==> config.mk <==
export PLATFORM = sky130hd
export DESIGN_NAME = lpfc_frame_core
export DESIGN_NICKNAME = d
export VERILOG_FILES = /design/src/rtl/core/lpfc_pkg.sv /design/src/rtl/core/lpfc_frame_core.sv
export SDC_FILE = /design/constraint.sdc
export NUM_CORES = 1
export LEC_CHECK = 0
export BUFFER_PORTS_ARGS = -buffer_cell sky130_fd_sc_hd__buf_4
export CORE_UTILIZATION = 54
export DETAILED_ROUTE_END_ITERATION = 12
export PLACE_DENSITY = 0.79
export SLEW_MARGIN = 10
export SYNTH_ARGS = -nofsm -noshare
export SYNTH_HDL_FRONTEND = slang
export SYNTH_SLANG_ARGS = --single-unit
==> constraint.sdc <==
create_clock -name clk -period 6.6 [get_ports clk]
set_input_delay 0.66 -clock clk [delete_from_list [all_inputs] [get_ports clk]]
set_output_delay 0.66 -clock clk [all_outputs]
set_load 0.005 [all_outputs]
==> src/rtl/core/lpfc_pkg.sv <==
// Shared types and constants for the length-prefixed frame checker.
`timescale 1ns / 1ps

package lpfc_pkg;

  localparam int unsigned MAX_TAG_BYTES = 8;
  localparam int unsigned CHECK_BYTES   = 4;
  localparam logic [15:0] ADLER_MOD     = 16'd65521;

  typedef enum logic [1:0] {
    REG_TAG_WORD   = 2'd0,
    REG_TAG_LENGTH = 2'd1,
    REG_MIN_LENGTH = 2'd2,
    REG_MAX_LENGTH = 2'd3
  } cfg_reg_t;

  typedef enum logic [2:0] {
    PH_HEADER = 3'b001,
    PH_BODY   = 3'b010,
    PH_HALT   = 3'b100
  } phase_t;

  typedef enum logic [1:0] {
    V_OK         = 2'd0,
    V_BAD_LENGTH = 2'd1,
    V_CHECKSUM   = 2'd2,
    V_BAD_TAG    = 2'd3
  } verdict_t;

  typedef enum logic {
    K_PAYLOAD = 1'b0,
    K_VERDICT = 1'b1
  } kind_t;

  typedef struct packed {
    logic [63:0] tag_word;
    logic [3:0]  tag_length;
    logic [31:0] min_length;
    logic [31:0] max_length;
  } cfg_t;

  typedef struct packed {
    logic        kind;
    logic [7:0]  payload_byte;
    logic [1:0]  verdict;
    logic [31:0] body_length;
  } result_t;

endpackage

==> src/rtl/core/lpfc_frame_core.sv <==
// Frame parser: length header, tag check, running Adler-32 and verdict.
`timescale 1ns / 1ps

module lpfc_frame_core
  import lpfc_pkg::*;
(
  input  logic        clk,
  input  logic        rst_n,
  input  logic        step,
  input  logic [7:0]  s0_byte,
  input  cfg_t        cfg,
  output logic        res_valid,
  output result_t     res
);

  phase_t      phase_r, phase_nxt;
  logic [31:0] header_shift_r, header_shift_nxt;
  logic [31:0] frame_length_r, frame_length_nxt;
  logic [31:0] byte_count_r, byte_count_nxt;
  logic [15:0] adler_low_r, adler_low_nxt;
  logic [15:0] adler_high_r, adler_high_nxt;
  logic        tag_matches_r, tag_matches_nxt;
  logic [31:0] received_sum_r, received_sum_nxt;

  logic [3:0]  tl;
  logic [31:0] count_inc;
  logic [31:0] header_word;
  logic        len_bad;
  logic [31:0] data_len;
  logic        in_data;
  logic        in_tag;
  logic [16:0] low_sum;
  logic [15:0] low_new;
  logic [16:0] high_sum;
  logic [15:0] high_new;
  logic [7:0]  want;
  logic [31:0] rx_word;
  logic        last_byte;

  assign tl          = (cfg.tag_length > 4'(MAX_TAG_BYTES)) ? 4'(MAX_TAG_BYTES)
                                                           : cfg.tag_length;
  assign count_inc   = byte_count_r + 32'd1;
  assign header_word = {header_shift_r[23:0], s0_byte};
  assign len_bad     = (header_word < cfg.min_length) || (header_word > cfg.max_length) ||
                       (header_word < ({28'd0, tl} + 32'(CHECK_BYTES)));
  assign data_len    = frame_length_r - 32'(CHECK_BYTES);
  assign in_data     = byte_count_r < data_len;
  assign in_tag      = byte_count_r < {28'd0, tl};
  assign want        = cfg.tag_word[{byte_count_r[2:0], 3'b000} +: 8];
  assign rx_word     = {received_sum_r[23:0], s0_byte};
  assign last_byte   = !(count_inc < frame_length_r);

  // Adler-32 step: both sums stay below the modulus, so one subtract each
  assign low_sum  = {1'b0, adler_low_r} + {9'd0, s0_byte};
  assign low_new  = (low_sum >= {1'b0, ADLER_MOD}) ? 16'(low_sum - {1'b0, ADLER_MOD})
                                                  : low_sum[15:0];
  assign high_sum = {1'b0, adler_high_r} + {1'b0, low_new};
  assign high_new = (high_sum >= {1'b0, ADLER_MOD}) ? 16'(high_sum - {1'b0, ADLER_MOD})
                                                   : high_sum[15:0];

  always_comb begin
    phase_nxt        = phase_r;
    header_shift_nxt = header_shift_r;
    frame_length_nxt = frame_length_r;
    byte_count_nxt   = byte_count_r;
    adler_low_nxt    = adler_low_r;
    adler_high_nxt   = adler_high_r;
    tag_matches_nxt  = tag_matches_r;
    received_sum_nxt = received_sum_r;
    res_valid        = 1'b0;
    res.kind         = K_PAYLOAD;
    res.payload_byte = 8'd0;
    res.verdict      = V_OK;

    case (phase_r)
      PH_HEADER: begin
        header_shift_nxt = header_word;
        byte_count_nxt   = count_inc;
        if (!(count_inc < 32'(CHECK_BYTES))) begin
          frame_length_nxt = header_word;
          header_shift_nxt = 32'd0;
          byte_count_nxt   = 32'd0;
          if (len_bad) begin
            phase_nxt   = PH_HALT;
            res_valid   = 1'b1;
            res.kind    = K_VERDICT;
            res.verdict = V_BAD_LENGTH;
          end else begin
            phase_nxt = PH_BODY;
          end
        end
      end
      PH_BODY: begin
        byte_count_nxt = count_inc;
        if (in_data) begin
          adler_low_nxt  = low_new;
          adler_high_nxt = high_new;
          if (in_tag) begin
            if (want != s0_byte) begin
              tag_matches_nxt = 1'b0;
            end
          end else begin
            res_valid        = 1'b1;
            res.payload_byte = s0_byte;
          end
        end else begin
          received_sum_nxt = rx_word;
          if (last_byte) begin
            res_valid = 1'b1;
            res.kind  = K_VERDICT;
            if ({adler_high_r, adler_low_r} != rx_word) begin
              res.verdict = V_CHECKSUM;
            end else if (!tag_matches_r) begin
              res.verdict = V_BAD_TAG;
            end
            if (res.verdict != V_OK) begin
              phase_nxt = PH_HALT;
            end else begin
              // open the next frame
              phase_nxt        = PH_HEADER;
              header_shift_nxt = 32'd0;
              byte_count_nxt   = 32'd0;
              adler_low_nxt    = 16'd1;
              adler_high_nxt   = 16'd0;
              tag_matches_nxt  = 1'b1;
              received_sum_nxt = 32'd0;
            end
          end
        end
      end
      PH_HALT: begin
        phase_nxt = PH_HALT;
      end
      default: begin
        phase_nxt = PH_HALT;
      end
    endcase

    res.body_length = frame_length_nxt;
  end

  always_ff @(posedge clk) begin
    if (!rst_n) begin
      phase_r        <= PH_HEADER;
      header_shift_r <= 32'd0;
      frame_length_r <= 32'd0;
      byte_count_r   <= 32'd0;
      adler_low_r    <= 16'd1;
      adler_high_r   <= 16'd0;
      tag_matches_r  <= 1'b1;
      received_sum_r <= 32'd0;
    end else if (step) begin
      phase_r        <= phase_nxt;
      header_shift_r <= header_shift_nxt;
      frame_length_r <= frame_length_nxt;
      byte_count_r   <= byte_count_nxt;
      adler_low_r    <= adler_low_nxt;
      adler_high_r   <= adler_high_nxt;
      tag_matches_r  <= tag_matches_nxt;
      received_sum_r <= received_sum_nxt;
    end
  end

  a_halt_sticky: assert property (@(posedge clk) disable iff (!rst_n)
    phase_r == PH_HALT |=> phase_r == PH_HALT)
    else $error("frame core left halt without reset");

  a_error_halts: assert property (@(posedge clk) disable iff (!rst_n)
    step && res_valid && res.kind == K_VERDICT && res.verdict != V_OK
      |=> phase_r == PH_HALT)
    else $error("error verdict did not halt the block");

  a_adler_range: assert property (@(posedge clk) disable iff (!rst_n)
    adler_low_r < ADLER_MOD && adler_high_r < ADLER_MOD)
    else $error("Adler sums out of range");

endmodule

==> results of run 1 <==
cell usage in the layout, fill, tap and decap left out, types with 21 or more instances in the layout:
| master | Yosys | layout |
|---|---|---|
| a21o_1 | 39 | 39 |
| a21oi_1 | 60 | 59 |
| a22o_1 | 28 | 28 |
| a22oi_1 | 26 | 26 |
| and2_1 | 21 | 21 |
| and3_1 | 27 | 27 |
| buf_4 | 7 | 234 |
| dfxtp_1 | 148 | 148 |
| ha_1 | 163 | 163 |
| inv_1 | 119 | 119 |
| mux2_2 | 25 | 25 |
| mux2i_1 | 47 | 47 |
| nand2_1 | 120 | 120 |
| nand3_1 | 63 | 63 |
| nand4_1 | 58 | 58 |
| nor2_1 | 149 | 149 |
| nor3_1 | 39 | 38 |
| nor4_1 | 35 | 35 |
| o21ai_0 | 71 | 71 |
| xnor2_1 | 85 | 85 |
| xor2_1 | 39 | 39 |
layout make-up:
class	count	area, um2	share of cell area, %
clock buffers	22	474	2.92
well taps	330	413	2.54
flip-flops and latches	148	2960	18.2
repair buffers	234	1760	10.8
clock inverters	10	73.8	0.454
multi-input cells	1355	10100	62.3
inverters	120	450	2.77
power groups by stage:
stage / logic, mW / clock network, mW / registers, mW
floorplan: 0.302 / 0 / 0.938
global placement: 0.471 / 0 / 0.947
detailed placement: 0.485 / 0 / 0.947
CTS: 0.488 / 0.914 / 0.928
global route: 0.539 / 0.958 / 0.929
finish: 0.495 / 0.916 / 0.928
worst register-to-register path, stage by stage (launching register included):
cell and delay [ns]:
dfxtp_1 0.32, ha_1 0.21, fa_1 0.44, a211oi_1 0.26, o211ai_1 0.20, nand2_1 0.15, nand3_1 0.08, mux2_2 0.31
a211oi_1 0.26, buf_4 0.17, nand3_1 0.09, and2_1 0.22, xnor2_1 0.15, ha_1 0.20, inv_1 0.07, fa_1 0.39
nand3b_1 0.25, and2_1 0.21, or3_1 0.41, a211oi_4 0.31, nor3b_2 0.25, nand4_1 0.14, o21a_1 0.28, or3_1 0.36
a32o_1 0.25
per-stage QoR:
step                power [mW]  setup TNS [ns]  worst slack [ns]
CTS                       2.33               0             0.325
detailed placement        1.43          -0.146           -0.0765
global route              2.43        -0.00263          -0.00263
finish                    2.34               0             0.306
floorplan                 1.24               0             0.339
global placement          1.42               0           0.00326
registers in the layout, indices dropped and copies added (netlist names):
signal / cells
byte_count_r: 32
phase_r: 3
adler_low_r: 16
received_sum_r: 24
tag_matches_r: 1
frame_length_r: 32
adler_high_r: 16
header_shift_r: 24
cell usage after synthesis (11+ instances only):
library cell	count
and2_1	21
a211oi_1	20
a22o_1	28
a21o_1	39
dfxtp_1	148
inv_1	119
a31oi_1	12
and3_1	27
xnor2_1	85
o21ai_0	71
nand3_1	63
mux4_2	16
nor4_1	35
o21a_1	13
ha_1	163
clkbuf_1	50
nand4_1	58
mux2_2	25
a21oi_1	60
nand2_1	120
mux2i_1	47
nor2b_1	11
xor2_1	39
o211ai_1	19
nor3_1	39
a32o_1	15
buf_2	13
a22oi_1	26
nor2_1	149
routing by layer:
layer  share of wire, %  vias to the layer above
li1                   -                     6634
met1                 41                     6581
met2                 49                      509
met3                5.4                      122
met4                4.3                        0
met5                  0                        -
worst max path at each step:
stage                                    from                       endpoint  slack [ns]  cells past startpoint
4_1_cts                            s0_byte[3]   adler_high_r[5]$_SDFFE_PN0P_        0.32                     25
3_5_place_dp                       s0_byte[3]   adler_high_r[5]$_SDFFE_PN0P_       -0.08                     25
3_3_place_gp                       s0_byte[3]   adler_high_r[5]$_SDFFE_PN0P_       0.003                     25
5_1_grt                            s0_byte[0]  adler_high_r[10]$_SDFFE_PN0P_      -0.003                     25
6_report       frame_length_r[4]$_SDFFE_PN0P_                        res[32]        0.31                     18
2_1_floorplan                      s0_byte[0]  adler_high_r[10]$_SDFFE_PN0P_        0.34                     23
repair_timing:
action	in CTS	in global routing
setup buffers	0	0
setup endpoints to repair	0	12
resized for setup	0	5
hold endpoints to repair	0	0
kinds of logic after synthesis:
family	synth area share, %
adder cells (fa/ha/maj)	15.0
multiplexers	9.11
AND/OR/NAND/NOR	21.6
flip-flops	21.4
AO/OA/AOI/OAI	19.3
buffers and inverters	5.84
XOR/XNOR	7.84
==> metrics, run 1 <==
largest net degree at the start of global routing between 70 and 80; synthesized area 13900 um2; Critical R2R Capture adler_high_r[10]$_SDFFE_PN0P_; Final Skew approximately 0.0099 ns; initial cell density of the core approximately 55%; Worst Tran Pin Value 1.22 ns; final hold violations 0; final slew viol count 0; GPL Wtd Cong 0.936; Tcrit/Tclk final 95.4%; VDD IR max 0.147 mV; share of layout cells above drive strength 1 18.4%; area post-placement 15700 um2; EDFF count, synth 0; placed cells around 2200; FP Rows 58; final instance area 16300 um2; max_cap viols 0; minimum clock period between 6 and 7 ns; sequential share of power 39.7%; max_slew headroom between 10% and 20%; Req. time, crit path 5.94 ns; CTS buffer count 17; Overflow after GRT 0; vias after detailed routing 13800; final setup violating endpoints 0; Cell Int Power 1.65 mW; Syn Inst Count 1700; M2 GR Usage 56.5%; crit-path max FO 8; Setup CP Type flip-flop to primary output; WHS Path Cells 1; CP Cell Sequence or4_1 > nor2_1 > nand2_1 > nor2_1 > nand3_1 > nor2_1 > nand4_1 > xnor2_1 > ha_1 > nand4_1 > nor2_1 > o2111ai_1 > a21oi_1 > o31a_1 > a2bb2oi_1 > nand2_1 > o32ai_1 > buf_4; hold_ws 0.478 ns; crit-path most repeated cell nor2_1; Most Crowded Layer GR met2; Cell Pwr Density 144 nW/um2; total core area 25200 um2; H-tree Lvls 4; TritonCTS clock tree done; fmax 159 MHz; GR Util met3 under 10%; routed len/inst 19.6 um; Clk pwr share between 30% and 40%; Psw between 0.6 and 0.7 mW; cells taking the most area after synthesis dfxtp_1 (21%), ha_1 (15%), xnor2_1 (5.4%), nor2_1 (4.0%), mux2i_1 (3.4%); area grow syn2layout 17.3%; Min-Delay Path Class flip-flop to flip-flop; CP delay by family, top simple AND/OR/NAND/NOR gates; initial antenna violation count 0; HPWL Detailed about 34000 um; library cells used by synthesis 86; die area roughly 26000 um2; status finished, final reports clean; yosys warns 0; leakage 7.52 nW; Sw Ratio around 29%; ant diodes 0; I/O Buffers 186; clk root buf clkbuf_16; first-pass GRT wire length 68100 um; worst reg2reg path depth 24; Reg clk slew, reported paths 0.06 ns; Ports roughly 190; # DRC 0; syn nets approximately 2000; Pre-antenna DRT Iters 6; Yosys reg bits 148; clock sink count 148; DR iter-0 viols 1019; average size of a mapped cell 8.15 um2; Primary FF master, synth dfxtp_1; M1 GR Usage 39.6%; Vias/cell between 6 and 7; Bufs on Longest Clock Path 2; final std cells w/o fill between 2000 and 2500; hold_sp phase_r[0]$_SDFFE_PN1P_; post-synth top area share 21.4%; Synth async-reset ratio 0%; vias in the first global route 13200; clk_lat worst skew 0.43 ns; r2r setup slk 0.50 ns; combinational group share of total power about a fifth; fillers 2121; slowest stage cell, crit path a2bb2oi_1; Crit path buffers/inverters 1; Setup crit end kind primary output; post-synth top area cell dfxtp_1; final wirelength between 40000 and 50000 um; post-synthesis sequential area ratio a little over a fifth; Die Y around 160 um; critical path arrival about 5.6 ns; fin util 64.6%; CP Launch Type flip-flop; Hold Buf Count CTS 0; crit-path max cell delay around 0.70 ns; FF-to-FF Start adler_low_r[0]$_SDFFE_PN1P_; DRT antenna net count 0; Die X about 160 um; Final nets 2184; Hold EP phase_r[0]$_SDFFE_PN1P_; Total GRT Usage 32.7%
Note: power is estimated with default switching activity, not from simulation.
==> run 2, diff against run 1 <==
--- a/config.mk
+++ b/config.mk
@@ -6,9 +6,10 @@
 export NUM_CORES = 1
 export LEC_CHECK = 0
 export BUFFER_PORTS_ARGS = -buffer_cell sky130_fd_sc_hd__buf_4
-export CORE_UTILIZATION = 54
+export CORE_UTILIZATION = 60
 export DETAILED_ROUTE_END_ITERATION = 12
-export PLACE_DENSITY = 0.79
+export PLACE_DENSITY = 0.83
+export SKIP_LAST_GASP = 1
 export SLEW_MARGIN = 10
 export SYNTH_ARGS = -nofsm -noshare
 export SYNTH_HDL_FRONTEND = slang
==> constraint.sdc (replaced) <==
create_clock -name clk -period 6.35 [get_ports clk]
set_input_delay 0.635 -clock clk [delete_from_list [all_inputs] [get_ports clk]]
set_output_delay 0.635 -clock clk [all_outputs]
set_load 0.005 [all_outputs]
==> metrics, run 2 (synthesis gave the netlist of run 1 again) <==
TritonCTS clock tree done; Overflow after GRT 0 (unchanged); final wirelength 43000 um (-1.1%); leakage 7.61 nW (+1.2%); Total GRT Usage 36.2% (+3.6 points); Worst Tran Pin Value 1.19 ns (-0.0318 ns); Pre-antenna DRT Iters 6 (unchanged); Req. time, crit path 6.68 ns (+0.74 ns); area post-placement 15700 um2 (+0.22%); max_slew headroom 20.5% (+2.1 points); initial cell density of the core 61.2% (+6.2 points); Final Skew 0.00950 ns (-0.000407 ns); sequential share of power 37.9% (-1.8 points); Cell Pwr Density 156 nW/um2 (+8.2%); Reg clk slew, reported paths 0.06 ns (about the same); minimum clock period about 6.0 ns; Die X 154 um (-5.1%); Bufs on Longest Clock Path 2 (unchanged); initial antenna violation count 1 (+1); vias in the first global route 13500 (+2.2%); GR Util met3 5.50% (+0.80 points); Setup crit end kind flip-flop; setup ws final 0.349 ns (+0.0431 ns); DRT antenna net count 0 (unchanged); # DRC 0 (unchanged); status finished, final reports clean; most frequent cells in the layout buf_4 (246), ha_1 (163), nor2_1 (149); GPL Wtd Cong 0.988 (+5.5%); M1 GR Usage 42.5% (+2.9 points); crit-path max FO 6 (-2); Min-Delay Path Class flip-flop to flip-flop; M2 GR Usage 63.0% (+6.4 points); area grow syn2layout 18.0%; I/O Buffers 186 (unchanged); CP Launch Type flip-flop; Setup CP Type flip-flop to flip-flop; max_cap viols 0 (unchanged); VDD IR max 0.126 mV (-15%); Sw Ratio 27.9% (-1.5 points); ant diodes 0 (unchanged); Final nets 2196 (+0.55%); combinational group share of total power 20.1% (-1.1 points); share of layout cells above drive strength 1 18.9% (+0.57 points); final setup violating endpoints 0 (unchanged); clk_lat worst skew 0.44 ns (about the same); Vias/cell 6.38 (+2.3%); fin util 72.2% (+7.7 points); final slew viol count 0 (unchanged); HPWL Detailed 33600 um (-0.94%); Most Crowded Layer GR met2; critical path arrival 6.33 ns (+0.70 ns); Tcrit/Tclk final 94.5%; largest registers byte_count_r x32, frame_length_r x32; Psw 0.711 mW (+3.3%); clk root buf clkbuf_16; fmax 167 MHz; FP Rows 55 (-5.2%); Pwr Total 2.55 mW (+8.8%); H-tree Lvls 4 (unchanged); Die Y 154 um (-5.1%); vias after detailed routing 13900 (+0.74%); final instance area 16400 um2 (+0.59%); worst slack, placed -0.0479 ns (+0.0286 ns); final hold violations 0 (unchanged); CTS buffer count 17 (unchanged); total core area 22600 um2 (-10%); routed len/inst 19.7 um (+0.39%); Cell Int Power 1.83 mW (+11%); Clk pwr share 42.0% (+2.8 points); clock sink count 148 (unchanged); commonest non-fill, non-tap cell in the layout buf_4; Ports 187 (unchanged); Post-CTS Setup Bufs 0 (unchanged); die area 23700 um2 (-9.9%); DR iter-0 viols 1320 (+30%); first-pass GRT wire length 68700 um (+0.92%); largest net degree at the start of global routing 62 (-13%)
[run 2: cell types whose count changed in the layout (fill, tap and decap cells not counted), moves of 2 or more]
cell and delta:
buf_4 +12, a211oi_2 +3, a211oi_1 -2, bufinv_16 +3
[run 2: cell type report]
cell class,instances,area [um2]
Multi-Input combinational cell,1355,10100
Clock inverter,11,149
Clock buffer,21,470
Sequential cell,148,2960
Inverter,120,450
Tap cell,285,357
Fill cell,1784,6290
Timing Repair Buffer,246,1850
[run 2: timing repair]
item                       4_1_cts  5_1_grt
setup endpoints to repair        0        7
hold buffers                     0        0
resized for setup                0        3
[run 2: metal layers]
metal	routed length (um)	up-vias
li1	-	6658
met1	17100	6579
met2	21000	573
met3	2630	138
met4	2290	0
met5	0	-
[run 2: final timing paths]
path                                                  start                             to  slack (ns)  cells past startpoint
worst max register to register  adler_low_r[0]$_SDFFE_PN1P_  adler_high_r[10]$_SDFFE_PN0P_        0.35                     23
worst min register to register      phase_r[0]$_SDFFE_PN1P_        phase_r[0]$_SDFFE_PN1P_        0.49                      1
worst min-delay path                phase_r[0]$_SDFFE_PN1P_        phase_r[0]$_SDFFE_PN1P_        0.49                      1
worst max-delay path            adler_low_r[0]$_SDFFE_PN1P_  adler_high_r[10]$_SDFFE_PN0P_        0.35                     23
[run 2: power by group through the flow]
| stage | registers [mW] | clock network [mW] | logic (mW) |
|---|---|---|---|
| 2_1_floorplan | 0.975 | 0 | 0.314 |
| 3_3_place_gp | 0.984 | 0 | 0.487 |
| 3_5_place_dp | 0.984 | 0 | 0.502 |
| 4_1_cts | 0.963 | 1.07 | 0.506 |
| 5_1_grt | 0.965 | 1.11 | 0.558 |
| 6_report | 0.964 | 1.07 | 0.512 |
[run 2: critical path, stage by stage (launching register included)]
cell and delay, ns:
dfxtp_1 0.34, ha_1 0.21, fa_1 0.45, a211oi_2 0.27
o211ai_1 0.15, nand2_1 0.14, nand3_1 0.09, mux2_2 0.31
a211oi_1 0.31, nand3_1 0.17, and2_1 0.23, xnor2_1 0.16
ha_1 0.20, inv_1 0.06, fa_1 0.38, nand3b_1 0.22
and2_1 0.19, or3_1 0.39, a211oi_2 0.36, nor3b_2 0.27
nand4_1 0.13, o21a_1 0.26, or3_1 0.37, a32o_1 0.24
[run 2: metrics by stage]
stage | setup TNS, ns | cells | hold WS (ns)
2_1_floorplan | 0 | 1700 | 0.441
3_3_place_gp | 0 | 2154 | 0.456
3_5_place_dp | -0.113 | 2154 | 0.465
4_1_cts | 0 | 2186 | 0.480
5_1_grt | -0.185 | 2186 | 0.495
6_report | 0 | 2186 | 0.486
